## config.mk

```make
export PLATFORM = sky130hd
export DESIGN_NAME = mcws_div
export DESIGN_NICKNAME = d
export VERILOG_FILES = /design/src/rtl/assert_macros.svh /design/src/rtl/mcws_pkg.sv /design/src/rtl/mcws_div.sv
export SDC_FILE = /design/constraint.sdc
export NUM_CORES = 1
export LEC_CHECK = 0
export BUFFER_PORTS_ARGS = -buffer_cell sky130_fd_sc_hd__buf_4
export CORE_MARGIN = 4
export CORE_UTILIZATION = 35
export CTS_BUF_LIST = sky130_fd_sc_hd__clkbuf_4 sky130_fd_sc_hd__clkbuf_8 sky130_fd_sc_hd__clkbuf_16
export DETAILED_ROUTE_END_ITERATION = 6
export PLACE_DENSITY_LB_ADDON = 0.08
export SYNTH_ARGS = -nofsm -noshare
export SYNTH_HDL_FRONTEND = slang
export SYNTH_SLANG_ARGS = --single-unit
```

## constraint.sdc

```tcl
create_clock -name clk -period 3.25 [get_ports clk]
set_clock_uncertainty 0.15 [all_clocks]
set_input_delay 0 -clock clk [delete_from_list [all_inputs] [get_ports clk]]
set_output_delay 0 -clock clk [all_outputs]
set_load 0.05 [all_outputs]
```

## src/rtl/assert_macros.svh

```systemverilog
// assertion macros used by the window statistics core
`ifndef ASSERT_MACROS_SVH
`define ASSERT_MACROS_SVH

// property checked on every clk edge, off while arst_n is low
`define ASSERT_CLK(label, prop, msg) \
	label: assert property (@(posedge clk) disable iff (!arst_n) (prop)) \
		else $error(msg);

// implication checked on every clk edge, off while arst_n is low
`define ASSERT_IMPLY(label, cond, prop, msg) \
	label: assert property (@(posedge clk) disable iff (!arst_n) (cond) |-> (prop)) \
		else $error(msg);

`endif

```

## src/rtl/mcws_pkg.sv

```systemverilog
// shared constants and types of the multichannel window statistics core
package mcws_pkg;

	// sample and register field widths
	localparam int SAMPLE_W   = 16;
	localparam int CH_REG_W   = 4;
	localparam int FR_REG_W   = 11;
	localparam int CFG_W      = 11;
	localparam int CFG_IDX_W  = 2;

	// default sizes of the sample store
	localparam int MAX_CHANNELS_DEF = 8;
	localparam int MAX_WINDOW_DEF   = 1024;

	// register values after reset
	localparam int CH_RESET  = 2;
	localparam int WIN_RESET = 1024;

	// q1.15 extremes used to start peak and minimum
	localparam logic signed [SAMPLE_W-1:0] Q15_MIN = 16'sh8000;
	localparam logic signed [SAMPLE_W-1:0] Q15_MAX = 16'sh7fff;

	// configuration register indexes
	typedef enum logic [CFG_IDX_W-1:0] {
		REG_CHANNEL_COUNT = 2'd0,
		REG_WINDOW_FRAMES = 2'd1
	} reg_idx_t;

endpackage

```

## src/rtl/mcws_div.sv

```systemverilog
// restoring divider, one quotient bit a cycle, truncates toward zero
module mcws_div import mcws_pkg::*; #(
	parameter int NUM_W = 30,
	parameter int DEN_W = 14
) (
	input  logic                       clk,
	input  logic                       arst_n,
	input  logic                       start,
	input  logic signed [NUM_W-1:0]    num,
	input  logic        [DEN_W-1:0]    den,
	output logic                       done,
	output logic signed [SAMPLE_W-1:0] quo
);

	localparam int SW = $clog2(NUM_W + 1);

	logic             busy_q;
	logic             done_q;
	logic             neg_q;
	logic [NUM_W-1:0] mag_q;
	logic [DEN_W-1:0] rem_q;
	logic [DEN_W-1:0] den_q;
	logic [SW-1:0]    step_q;
	logic [DEN_W:0]   trial;
	logic             fits;
	logic [NUM_W-1:0] signed_q;

	// next partial remainder and quotient bit
	always_comb begin
		trial = {rem_q, mag_q[NUM_W-1]};
		fits  = (trial >= {1'b0, den_q});
	end

	// iterate over the dividend bits, msb first
	always_ff @(posedge clk or negedge arst_n) begin
		if (!arst_n) begin
			busy_q <= 1'b0;
			done_q <= 1'b0;
		end else begin
			done_q <= 1'b0;
			if (start) begin
				busy_q <= 1'b1;
				step_q <= SW'(NUM_W);
				neg_q  <= num[NUM_W-1];
				mag_q  <= num[NUM_W-1] ? (~num + NUM_W'(1)) : num;
				rem_q  <= '0;
				den_q  <= den;
			end else if (busy_q) begin
				rem_q  <= fits ? DEN_W'(trial - {1'b0, den_q}) : DEN_W'(trial);
				mag_q  <= {mag_q[NUM_W-2:0], fits};
				step_q <= step_q - SW'(1);
				if (step_q == SW'(1)) begin
					busy_q <= 1'b0;
					done_q <= 1'b1;
				end
			end
		end
	end

	// restore the sign of the quotient
	assign signed_q = neg_q ? (~mag_q + NUM_W'(1)) : mag_q;
	assign quo      = signed_q[SAMPLE_W-1:0];
	assign done     = done_q;

endmodule

```

---- Yosys cells after proc, flatten, opt, wreduce, memory -nomap -nowiden ----
Index checks and enable logic that the tools add are counted.
word-level totals
  bits in registers ....................... 66
  input port bits ......................... 47
  output and inout port bits .............. 17
  word-level logic and storage cells ...... 31
operators by class
  $add $sub $neg .......................... 4
  $lt $le $gt $ge ......................... 1
  eq/ne operators ......................... 1
  multiplexer cells ....................... 13
  bitwise gates (word level) .............. 2
  reduce and logical (&&, ||, !) cells .... 3
operator list
  operator                                             count
  two-way mux 30 bit                                   3
  adder 30 x 2 -> 30 bit, second input constant        1
  NOT 30 bit                                           1
  two-way mux 14 bit                                   2
  adder 16 x 1 -> 16 bit, second input constant        1
  two-way mux 16 bit                                   1
  NOT 16 bit                                           1
  greater-or-equal comparator 15 x 14 -> 1 bit         1
  subtractor 14 bit                                    1
  two-way mux 1 bit                                    6
  equality test 5 x 1 -> 1 bit, second input constant  1
  two-way mux 5 bit                                    1
  subtractor 5 x 1 -> 5 bit, second input constant     1
  AND reduction 2 bit                                  2
  nonzero test 2 bit                                   1

---- Depth between registers and ports, before layout ----
Gate-level depths: netlist of the first run.
  depth in word-level cells ............... 4
  mapped depth ............................ 10
  depth with buffers taken out ............ 10

---- Worst setup path after synthesis of the first run ----
No wires, ideal clock.
  path kind ............................... reg2reg
  from .................................... register busy_q
  to ...................................... register mag_q[0], enable pin
  library setup time ...................... 0.420 ns
  arrival time ............................ 2.008 ns
  required time ........................... 2.680 ns
  setup slack ............................. 0.672 ns
  cell stages (with the launch flop) ...... 4
  buffers on the path ..................... 1
  clock period less this slack ............ 2.578 ns
  path through ............................ dfrtp_1 > clkbuf_1 > nor2_1 > nor2b_1
on the way
  word-level cells in the longest chain between the ends .. 2
RTL lines
  what                           line            source
  start, declared                mcws_div.sv:17  logic busy_q;
  start signal, assigned         mcws_div.sv:37  busy_q <= 1'b0;
  start signal, assigned         mcws_div.sv:42  busy_q <= 1'b1;
  start signal, assigned         mcws_div.sv:53  busy_q <= 1'b0;
  nonzero test 2 bit (no line)   -
  AND reduction 2 bit (no line)  -
  end signal, assigned           mcws_div.sv:45  mag_q <= num[NUM_W-1] ? (~num + NUM_W'(1)) : num;
  end signal, assigned           mcws_div.sv:50  mag_q <= {mag_q[NUM_W-2:0], fits};
  end, declared                  mcws_div.sv:20  logic [NUM_W-1:0] mag_q;
No other way between the ends.
A chain may end at the register's enable or synchronous reset.

---- Worst setup path in the final report of the first run ----
  from .................................... register rem_q[0]
  to ...................................... register rem_q[0], data pin
on the way
  word-level cells in the longest chain between the ends .. 3
RTL lines
  what                                          line            source
  start, declared                               mcws_div.sv:21  logic [DEN_W-1:0] rem_q;
  start signal, assigned                        mcws_div.sv:49  rem_q <= fits ? DEN_W'(trial - {1'b0, den_q}) : DEN_W'(trial);
  greater-or-equal comparator 15 x 14 -> 1 bit  mcws_div.sv:31  fits = (trial >= {1'b0, den_q});
  two-way mux 14 bit                            mcws_div.sv:49
  two-way mux 14 bit *                          mcws_div.sv:48  end else if (busy_q) begin
Mark *: on every way between the ends. The rest lies on a longest branch, timed or not.

==> impl_metrics.env, run 1 <==
export IMPL_status="completed"
export IMPL_port_buffers=63
export IMPL_num_rows=41
export IMPL_ys_types=63
export IMPL_area_growth_pct=30.33
export IMPL_powerDensity_nw_per_um2=477.7
export IMPL_cts_buffers=9
export IMPL_synth_ff_type="edfxtp_1"
export IMPL_worstPathCellList="ha_1, nor2b_1, o2111ai_1, a31o_2, a211o_1, nand2_1, a221o_1"
export IMPL_slowest_stage="a211o_1"
export IMPL_crit_required_ns=3.18
export IMPL_clkLatencyLatePin_ns=0.34
export IMPL_drive_gt1_share_pct=16.46
export IMPL_clk_pin_slew_ns=0.05
export IMPL_endpoint_kind="flip-flop"
export IMPL_globalplace_congestion=0.8779
export IMPL_fmax_ghz=0.3373
export IMPL_synth_top_area_share_pct=42.74
export IMPL_critical_path_top_delay_family="compound AO/OA/AOI/OAI gates"
export IMPL_routed_via_density=5.163
export IMPL_finalCritPeriodShare_pct=91.23
export IMPL_routed_wl_um=11440
export IMPL_synth_most_common_cell="edfxtp_1"
export IMPL_start_util_pct=35.63
export IMPL_leakage_nw=2.255
export IMPL_cpPeakStageDelay_ns=0.47
export IMPL_max_slew_margin_pct=45.45
export IMPL_postPlaceCellArea_sq_um=5140
export IMPL_cts_buffer_depth=2
export IMPL_wl_per_cell_um=15.38
export IMPL_drtIter0Drc=236
export IMPL_cp_arrival_ns=2.89
export IMPL_place_hpwl_um=8024
export IMPL_finalSetupViolCount=0
export IMPL_dieArea_sq_um=14730
export IMPL_yosysWarningCount=0
export IMPL_tightest_slew_ns=0.8182
export IMPL_fill_cells=1208
export IMPL_cp_max_fo=13
export IMPL_async_reset_ff_share_pct=3.030
export IMPL_hold_violations=0
export IMPL_synth_cell_area_sq_um=4497
export IMPL_coreArea_sq_um=12620
export IMPL_post_cts_setup_buffers=0
export IMPL_rsz0062_at_grt="no"
export IMPL_grt_overflow=0
export IMPL_drc=0
export IMPL_clk_root_buffer_cell="clkbuf_16"
export IMPL_synth_area_leaders="edfxtp_1, ha_1, xor2_1, xnor2_1, nor2_1"
export IMPL_r2r_cells=7
export IMPL_fin_util_pct=46.44
export IMPL_power_w=0.002800
export IMPL_synth_area_leader_cell="edfxtp_1"
export IMPL_maxCapViolCount=0
export IMPL_layoutNonFillerInstCount=744
export IMPL_hold_class="primary input to flip-flop"
export IMPL_path_buf_inv=0
export IMPL_crit_type="flip-flop to flip-flop"
export IMPL_fp_dieH_um=121.4
export IMPL_num_vias=3841
export IMPL_dp_cells=683
export IMPL_avgSynthCellArea_sq_um=9.671
export IMPL_critPathLaunchType="flip-flop"
export IMPL_final_area_sq_um=5861
export IMPL_pin_count=64
export IMPL_ys_seq_area_share_pct=43.85
export IMPL_fin_setup_tns_ns=0
export IMPL_drtAntennaViolNets=0
export IMPL_syn_inst=465
export IMPL_synth_seq_cells=66
export IMPL_antenna_found_initial=0
export IMPL_grt_pass1_vias=3852
export IMPL_cp_depth=7
export IMPL_whs_path_depth=2
export IMPL_die_x_um=121.4
export IMPL_grt_usage_pct=16.61
export IMPL_drv_slew=0
export IMPL_syn_nets=532
export IMPL_cts_sinks=66
export IMPL_firstDrtPassIters=4
export IMPL_synth_common_cells="edfxtp_1, nor2_1, a21oi_1"
export IMPL_grt_pass1_wl_um=19290
export IMPL_min_period_ns=2.965
export IMPL_synth_edf_count=64
export IMPL_num_nets_final=636
export IMPL_peakVddDrop_mv=0.1881
export IMPL_htreeDepth=3
export IMPL_grt_max_degree=45
export IMPL_cts_tree="built"
where the power goes:
part	switching (W)	leakage, nW	total [W]	internal [W]
Sequential	0.0000619	0.637	0.00110	0.00104
Clock	0.000340	0.123	0.000854	0.000514
Combinational	0.000485	1.49	0.000844	0.000359
Total	0.000887	2.26	0.00280	0.00191
layout by cell type, fill, tap and decap left out, types with 8 or more instances in the layout:
cell,count
a21oi_1,38
a311oi_1,8
buf_4,69
clkbuf_16,9
dlygate4sd3_1,47
edfxtp_1,64
ha_1,19
inv_1,25
nand2_1,25
nand2b_1,9
nand3_1,13
nor2_1,51
nor3_1,12
o21ai_0,26
o31ai_1,12
xnor2_1,25
xor2_1,27
timing repair:
| item | CTS | global route |
|---|---|---|
| hold buffers | 47 | 0 |
| resized for setup | 0 | 0 |
| endpoints found under the hold margin | 68 | 0 |
worst paths after layout:
check,start,end,slack (ns)
max in group asynchronous,arst_n,done$_DFF_PN0_,2.16
setup reg to reg,rem_q[0]$_SDFFCE_PP0P_,rem_q[0]$_SDFFCE_PP0P_,0.29
min in group asynchronous,arst_n,busy_q$_DFF_PN0_,0.65
hold / removal,den[6],den_q[6]$_DFFE_PP_,0.24
hold reg to reg,mag_q[17]$_DFFE_PP_,mag_q[18]$_DFFE_PP_,0.42
setup / recovery,rem_q[0]$_SDFFCE_PP0P_,rem_q[0]$_SDFFCE_PP0P_,0.29
through the flow:
step	hold slack [ns]	worst slack, ns
finish	0.2356	0.2851
global route	0.2311	0.1319
CTS	0.2192	0.3142
detailed placement	-0.2219	0.3195
global placement	-0.2295	0.4011
floorplan	-0.4456	0.6717
final cells by class:
cell class,instances,area (sq um),area share [%]
Antenna cell,1,2.502,0.04270
Clock inverter,2,7.507,0.1281
Sequential cell,66,1972,33.65
Multi-Input combinational cell,351,2341,39.94
Timing Repair Buffer,116,988.4,16.87
Tap cell,172,215.2,3.672
Clock buffer,11,240.2,4.099
Inverter,25,93.84,1.601
registers in the layout (all words and copies together), names as in the netlist:
name,flops
done,1
mag_q,30
den_q,14
busy_q,1
rem_q,14
step_q,5
neg_q,1
metal layers:
| layer | vias to the layer above | wire, um | global-route usage (%) |
|---|---|---|---|
| met3 | 20 | 386 | 2.704 |
| met4 | 0 | 271 | 8.123 |
| li1 | 1929 | - | - |
| met1 | 1805 | 5334 | 21.31 |
| met5 | - | 0 | 0 |
| met2 | 87 | 5448 | 27.15 |
cell families (layout without fill, tap and decap cells):
logic type | after synthesis | count (layout) | share of synthesized area (%)
AND/OR/NAND/NOR | 154 | 154 | 17.59
buffers and inverters | 48 | 154 | 4.146
other | 0 | 1 | 0
AO/OA/AOI/OAI | 124 | 124 | 18.34
adder cells (fa/ha/maj) | 20 | 20 | 5.732
multiplexers | 1 | 1 | 0.2226
flip-flops | 66 | 66 | 43.85
XOR/XNOR | 52 | 52 | 10.13
Note: power is estimated with default switching activity, not from simulation.
==> inputs of run 2 (changes only) <==
--- a/config.mk
+++ b/config.mk
@@ -11,6 +11,7 @@
 export CTS_BUF_LIST = sky130_fd_sc_hd__clkbuf_4 sky130_fd_sc_hd__clkbuf_8 sky130_fd_sc_hd__clkbuf_16
 export DETAILED_ROUTE_END_ITERATION = 6
 export PLACE_DENSITY_LB_ADDON = 0.08
+export RECOVER_POWER = 25
 export SYNTH_ARGS = -nofsm -noshare
 export SYNTH_HDL_FRONTEND = slang
 export SYNTH_SLANG_ARGS = --single-unit
==> impl_metrics.env, run 2 (synthesized netlist as in run 1, its figures left out) <==
export IMPL_status="completed"
export IMPL_finalCritPeriodShare_pct=91.48
export IMPL_hold_violations=0
export IMPL_final_common_cell="edfxtp_1"
export IMPL_start_util_pct=35.63
export IMPL_cts_resized_gates=0
export IMPL_power_w=0.002800
export IMPL_grt_pass1_wl_um=19290
export IMPL_fin_setup_tns_ns=0
export IMPL_grt_pass1_vias=3852
export IMPL_pin_count=64
export IMPL_largest_reg_flops=30
export IMPL_cts_sinks=66
export IMPL_rsz0062_at_grt="no"
export IMPL_clkLatencyLatePin_ns=0.34
export IMPL_grt_max_degree=45
export IMPL_cp_max_fo=13
export IMPL_port_buffers=63
export IMPL_drv_slew=0
export IMPL_cts_hold_buf=47
export IMPL_leakage_nw=2.241
export IMPL_antenna_found_initial=0
export IMPL_final_area_sq_um=5849
export IMPL_grt_usage_pct=16.61
export IMPL_routed_via_density=5.148
export IMPL_drive_gt1_share_pct=15.94
export IMPL_multiInputGateArea_sq_um=2341
export IMPL_powerDensity_nw_per_um2=478.6
export IMPL_endpoint_kind="flip-flop"
export IMPL_grt_overflow=0
export IMPL_coreArea_sq_um=12620
export IMPL_top_regs="mag_q: 30 flops, den_q: 14 flops, rem_q: 14 flops"
export IMPL_max_slew_margin_pct=13.57
export IMPL_fill_cells=1212
export IMPL_critPathLaunchType="flip-flop"
export IMPL_postPlaceCellArea_sq_um=5140
export IMPL_cts_buffers=9
export IMPL_drtAntennaViolNets=0
export IMPL_clk_root_buffer_cell="clkbuf_16"
export IMPL_drtIter0Drc=222
export IMPL_cts_buffer_depth=2
export IMPL_finalSetupViolCount=0
export IMPL_final_cell_mix="edfxtp_1, buf_4, nor2_1"
export IMPL_num_nets_final=636
export IMPL_peakVddDrop_mv=0.1878
export IMPL_critical_path_top_delay_family="compound AO/OA/AOI/OAI gates"
export IMPL_crit_required_ns=3.18
export IMPL_drc=0
export IMPL_routed_wl_um=11470
export IMPL_hold_class="primary input to flip-flop"
export IMPL_regArea_sq_um=1972
export IMPL_fmax_ghz=0.3363
export IMPL_cpPeakStageDelay_ns=0.47
export IMPL_worstPathCellList="ha_1, nor2b_1, o2111ai_1, a31o_2, a211o_1, nand2_1, a221o_1"
export IMPL_area_growth_pct=30.08
export IMPL_globalplace_congestion=0.8779
export IMPL_fp_dieH_um=121.4
export IMPL_maxCapViolCount=0
export IMPL_htreeDepth=3
export IMPL_post_cts_setup_buffers=0
export IMPL_place_hpwl_um=8024
export IMPL_clk_pin_slew_ns=0.05
export IMPL_cts_tree="built"
export IMPL_dieArea_sq_um=14730
export IMPL_cp_arrival_ns=2.90
export IMPL_num_rows=41
export IMPL_num_vias=3830
export IMPL_wl_per_cell_um=15.42
export IMPL_crit_type="flip-flop to flip-flop"
export IMPL_min_period_ns=2.973
export IMPL_path_buf_inv=0
export IMPL_die_x_um=121.4
export IMPL_firstDrtPassIters=4
export IMPL_tightest_slew_ns=1.296
export IMPL_largest_register="mag_q"
export IMPL_reg2reg_slack_ns=0.28
export IMPL_slowest_stage="a211o_1"
## run 2: changes by cell type in the layout (fill, tap and decap cells not counted), sizes merged
cell / before / now
buf: 69 / 52
clkbuf: 11 / 28
## run 2: worst paths after layout
path                                             start                     end  cells past startpoint
worst max-delay path            rem_q[0]$_SDFFCE_PP0P_  rem_q[0]$_SDFFCE_PP0P_                      7
worst min-delay path                            den[4]      den_q[4]$_DFFE_PP_                      2
worst max register to register  rem_q[0]$_SDFFCE_PP0P_  rem_q[0]$_SDFFCE_PP0P_                      7
worst min register to register     mag_q[17]$_DFFE_PP_     mag_q[18]$_DFFE_PP_                      2
max in group asynchronous                       arst_n          done$_DFF_PN0_                      3
min in group asynchronous                       arst_n        busy_q$_DFF_PN0_                      3
## run 2: where the power goes
group / total [W] / switching [W] / leakage, nW / internal (W)
registers: 0.00110 / 0.0000617 / 0.637 / 0.00104
logic: 0.000843 / 0.000485 / 1.48 / 0.000358
clock network: 0.000855 / 0.000341 / 0.123 / 0.000514
## run 2: per-layer routing
metal,global-route usage [%],up-vias,routed length (um)
met2,27.15,94,5413
met3,2.704,20,390
met4,8.123,0,278
met1,21.31,1786,5388
li1,-,1930,-
met5,0,-,0
## run 2: worst register-to-register path: cells and delay by family (launching register included)
family | cells | cell delay, ns
flip-flops | 1 | 0.45
adder cells (fa/ha/maj) | 1 | 0.34
AO/OA/AOI/OAI | 4 | 1.41
AND/OR/NAND/NOR | 2 | 0.36
## run 2: layout make-up
cell class	instances	area share (%)
multi-input cells	351	40.02
flip-flops and latches	66	33.71
repair buffers	116	16.71
clock buffers	11	4.107
well taps	172	3.679
inverters	25	1.604
clock inverters	2	0.1283
diodes	1	0.04278
## run 2: metrics by stage
step	instances	worst slack (ns)	hold slack (ns)	util, %
3_5_place_dp	683	0.3195	-0.2219	40.73
3_3_place_gp	683	0.4011	-0.2295	40.73
5_1_grt	743	0.1319	0.2494	46.33
6_report	744	0.2768	0.2536	46.35
2_1_floorplan	465	0.6717	-0.4456	-
4_1_cts	743	0.3142	0.2192	46.42
==> inputs of run 3 (changes only) <==
--- a/config.mk
+++ b/config.mk
@@ -6,7 +6,7 @@
 export NUM_CORES = 1
 export LEC_CHECK = 0
 export BUFFER_PORTS_ARGS = -buffer_cell sky130_fd_sc_hd__buf_4
-export CORE_MARGIN = 4
+export CAP_MARGIN = 0
 export CORE_UTILIZATION = 35
 export CTS_BUF_LIST = sky130_fd_sc_hd__clkbuf_4 sky130_fd_sc_hd__clkbuf_8 sky130_fd_sc_hd__clkbuf_16
 export DETAILED_ROUTE_END_ITERATION = 6
==> impl_metrics.env, run 3 (synthesized netlist as in run 1, its figures left out) <==
export IMPL_status="completed"
export IMPL_rsz0062_at_grt="no"
export IMPL_hold_violations=0
export IMPL_cts_buffers=9
export IMPL_drv_slew=0
export IMPL_finalSetupViolCount=0
export IMPL_largest_register="mag_q"
export IMPL_tightest_slew_ns=1.341
export IMPL_peakVddDrop_mv=0.2388
export IMPL_fin_setup_tns_ns=0
export IMPL_port_buffers=63
export IMPL_clkLatencyLatePin_ns=0.34
export IMPL_leakage_nw=2.243
export IMPL_globalplace_congestion=0.8231
export IMPL_r2r_start="rem_q[0]$_SDFFCE_PP0P_"
export IMPL_critPathLaunchType="flip-flop"
export IMPL_grt_usage_pct=18.39
export IMPL_grt_max_degree=70
export IMPL_start_util_pct=35.78
export IMPL_final_common_cell="edfxtp_1"
export IMPL_cts_buffer_depth=2
export IMPL_maxCapViolCount=0
export IMPL_final_cell_mix="edfxtp_1, buf_4, nor2_1"
export IMPL_dieArea_sq_um=13310
export IMPL_num_vias=3822
export IMPL_reg2reg_slack_ns=0.32
export IMPL_grt_pass1_vias=3777
export IMPL_cpPeakStageDelay_ns=0.46
export IMPL_cts_resized_gates=0
export IMPL_crit_required_ns=3.19
export IMPL_area_growth_pct=30.16
export IMPL_crit_start="rem_q[0]$_SDFFCE_PP0P_"
export IMPL_fmax_ghz=0.3411
export IMPL_r2r_cells=7
export IMPL_clk_pin_slew_ns=0.05
export IMPL_die_x_um=115.4
export IMPL_routed_wl_um=11300
export IMPL_num_rows=41
export IMPL_grt_overflow=0
export IMPL_antenna_found_initial=0
export IMPL_dpl_worst_slack_ns=0.3281
export IMPL_endpoint_kind="flip-flop"
export IMPL_clk_root_buffer_cell="clkbuf_16"
export IMPL_cp_max_fo=13
export IMPL_drtAntennaViolNets=0
export IMPL_grt_pass1_wl_um=18580
export IMPL_pin_count=64
export IMPL_finalCritPeriodShare_pct=90.21
export IMPL_drc=0
export IMPL_top_regs="mag_q: 30 flops, den_q: 14 flops, rem_q: 14 flops"
export IMPL_cp_arrival_ns=2.87
export IMPL_crit_type="flip-flop to flip-flop"
export IMPL_htreeDepth=3
export IMPL_routed_via_density=5.137
export IMPL_min_period_ns=2.932
export IMPL_firstDrtPassIters=4
export IMPL_fp_dieH_um=115.4
export IMPL_place_hpwl_um=7915
export IMPL_largest_reg_flops=30
export IMPL_wl_per_cell_um=15.19
export IMPL_r2r_end="rem_q[0]$_SDFFCE_PP0P_"
export IMPL_cts_tree="built"
export IMPL_setup_slack_ns=0.3182
export IMPL_worstPathCellList="ha_1, nor2b_1, o2111ai_1, a31o_2, a211o_1, nand2_1, a221o_1"
export IMPL_powerDensity_nw_per_um2=479.3
export IMPL_hold_class="primary input to flip-flop"
export IMPL_slowest_stage="edfxtp_1"
export IMPL_coreArea_sq_um=12570
export IMPL_drtIter0Drc=197
export IMPL_num_nets_final=636
export IMPL_max_slew_margin_pct=10.60
export IMPL_drive_gt1_share_pct=16.26
export IMPL_cts_sinks=66
export IMPL_critical_path_endpoint="rem_q[0]$_SDFFCE_PP0P_"
export IMPL_antenna_cells=0
-- run 3: cell types whose count changed in the layout (fill, tap and decap cells not counted), sizes merged --
cell,delta
diode,-1
clkinv,+1
clkbuf,-1
clkinvlp,+1
-- run 3: where the power goes --
group / internal [W] / leakage, nW / switching [W]
logic: 0.000358 / 1.48 / 0.000489
registers: 0.00104 / 0.637 / 0.0000602
clock network: 0.000510 / 0.125 / 0.000349
-- run 3: per-layer routing --
layer / global-route usage, % / wire length, um / vias to the layer above
met1: 22.91 / 5101 / 1796
met4: 5.455 / 139 / 0
met2: 30.86 / 5590 / 82
met5: 0 / 0 / -
met3: 5.219 / 467 / 12
li1: - / - / 1932
-- run 3: final cells by class --
type | count | area, sq um
Clock buffer | 10 | 232.7
Fill cell | 1193 | 6715
Tap cell | 172 | 215.2
Multi-Input combinational cell | 351 | 2341
Clock inverter | 4 | 21.27
Sequential cell | 66 | 1972
Inverter | 25 | 93.84
Timing Repair Buffer | 116 | 977.2
-- run 3: repair_timing --
action | in CTS | in global routing
buffers inserted | 0 | 0
endpoints found under the hold margin | 73 | 0
hold buffers | 47 | 0
-- run 3: worst min-delay path by stage --
stage / start / endpoint / slack [ns] / depth (start not counted)
floorplan: arst_n / busy_q$_DFF_PN0_ / -0.45 / 0
global placement: arst_n / busy_q$_DFF_PN0_ / -0.22 / 1
detailed placement: arst_n / done$_DFF_PN0_ / -0.23 / 1
CTS: den[2] / den_q[2]$_DFFE_PP_ / 0.21 / 2
global route: den[2] / den_q[2]$_DFFE_PP_ / 0.25 / 2
finish: den[2] / den_q[2]$_DFFE_PP_ / 0.25 / 2
-- run 3: critical path: cells and delay by family (launching register included) --
| family | cells | cell delay [ns] |
|---|---|---|
| adders and majority gates | 1 | 0.34 |
| DFF | 1 | 0.46 |
| AOI/OAI and AO/OA | 4 | 1.40 |
| and+or+nand+nor | 2 | 0.34 |
-- run 3: stage by stage --
stage / area, sq um / utilization, % / power (W) / std cells / hold slack (ns)
global placement: 5140 / 40.90 / 0.001913 / 683 / -0.2217
detailed placement: 5140 / 40.90 / 0.001916 / 683 / -0.2270
CTS: 5864 / 46.66 / 0.002844 / 744 / 0.2137
finish: 5853 / 46.57 / 0.002805 / 744 / 0.2501
global route: 5853 / 46.57 / 0.002969 / 744 / 0.2496
floorplan: 4497 / - / 0.001670 / 465 / -0.4456
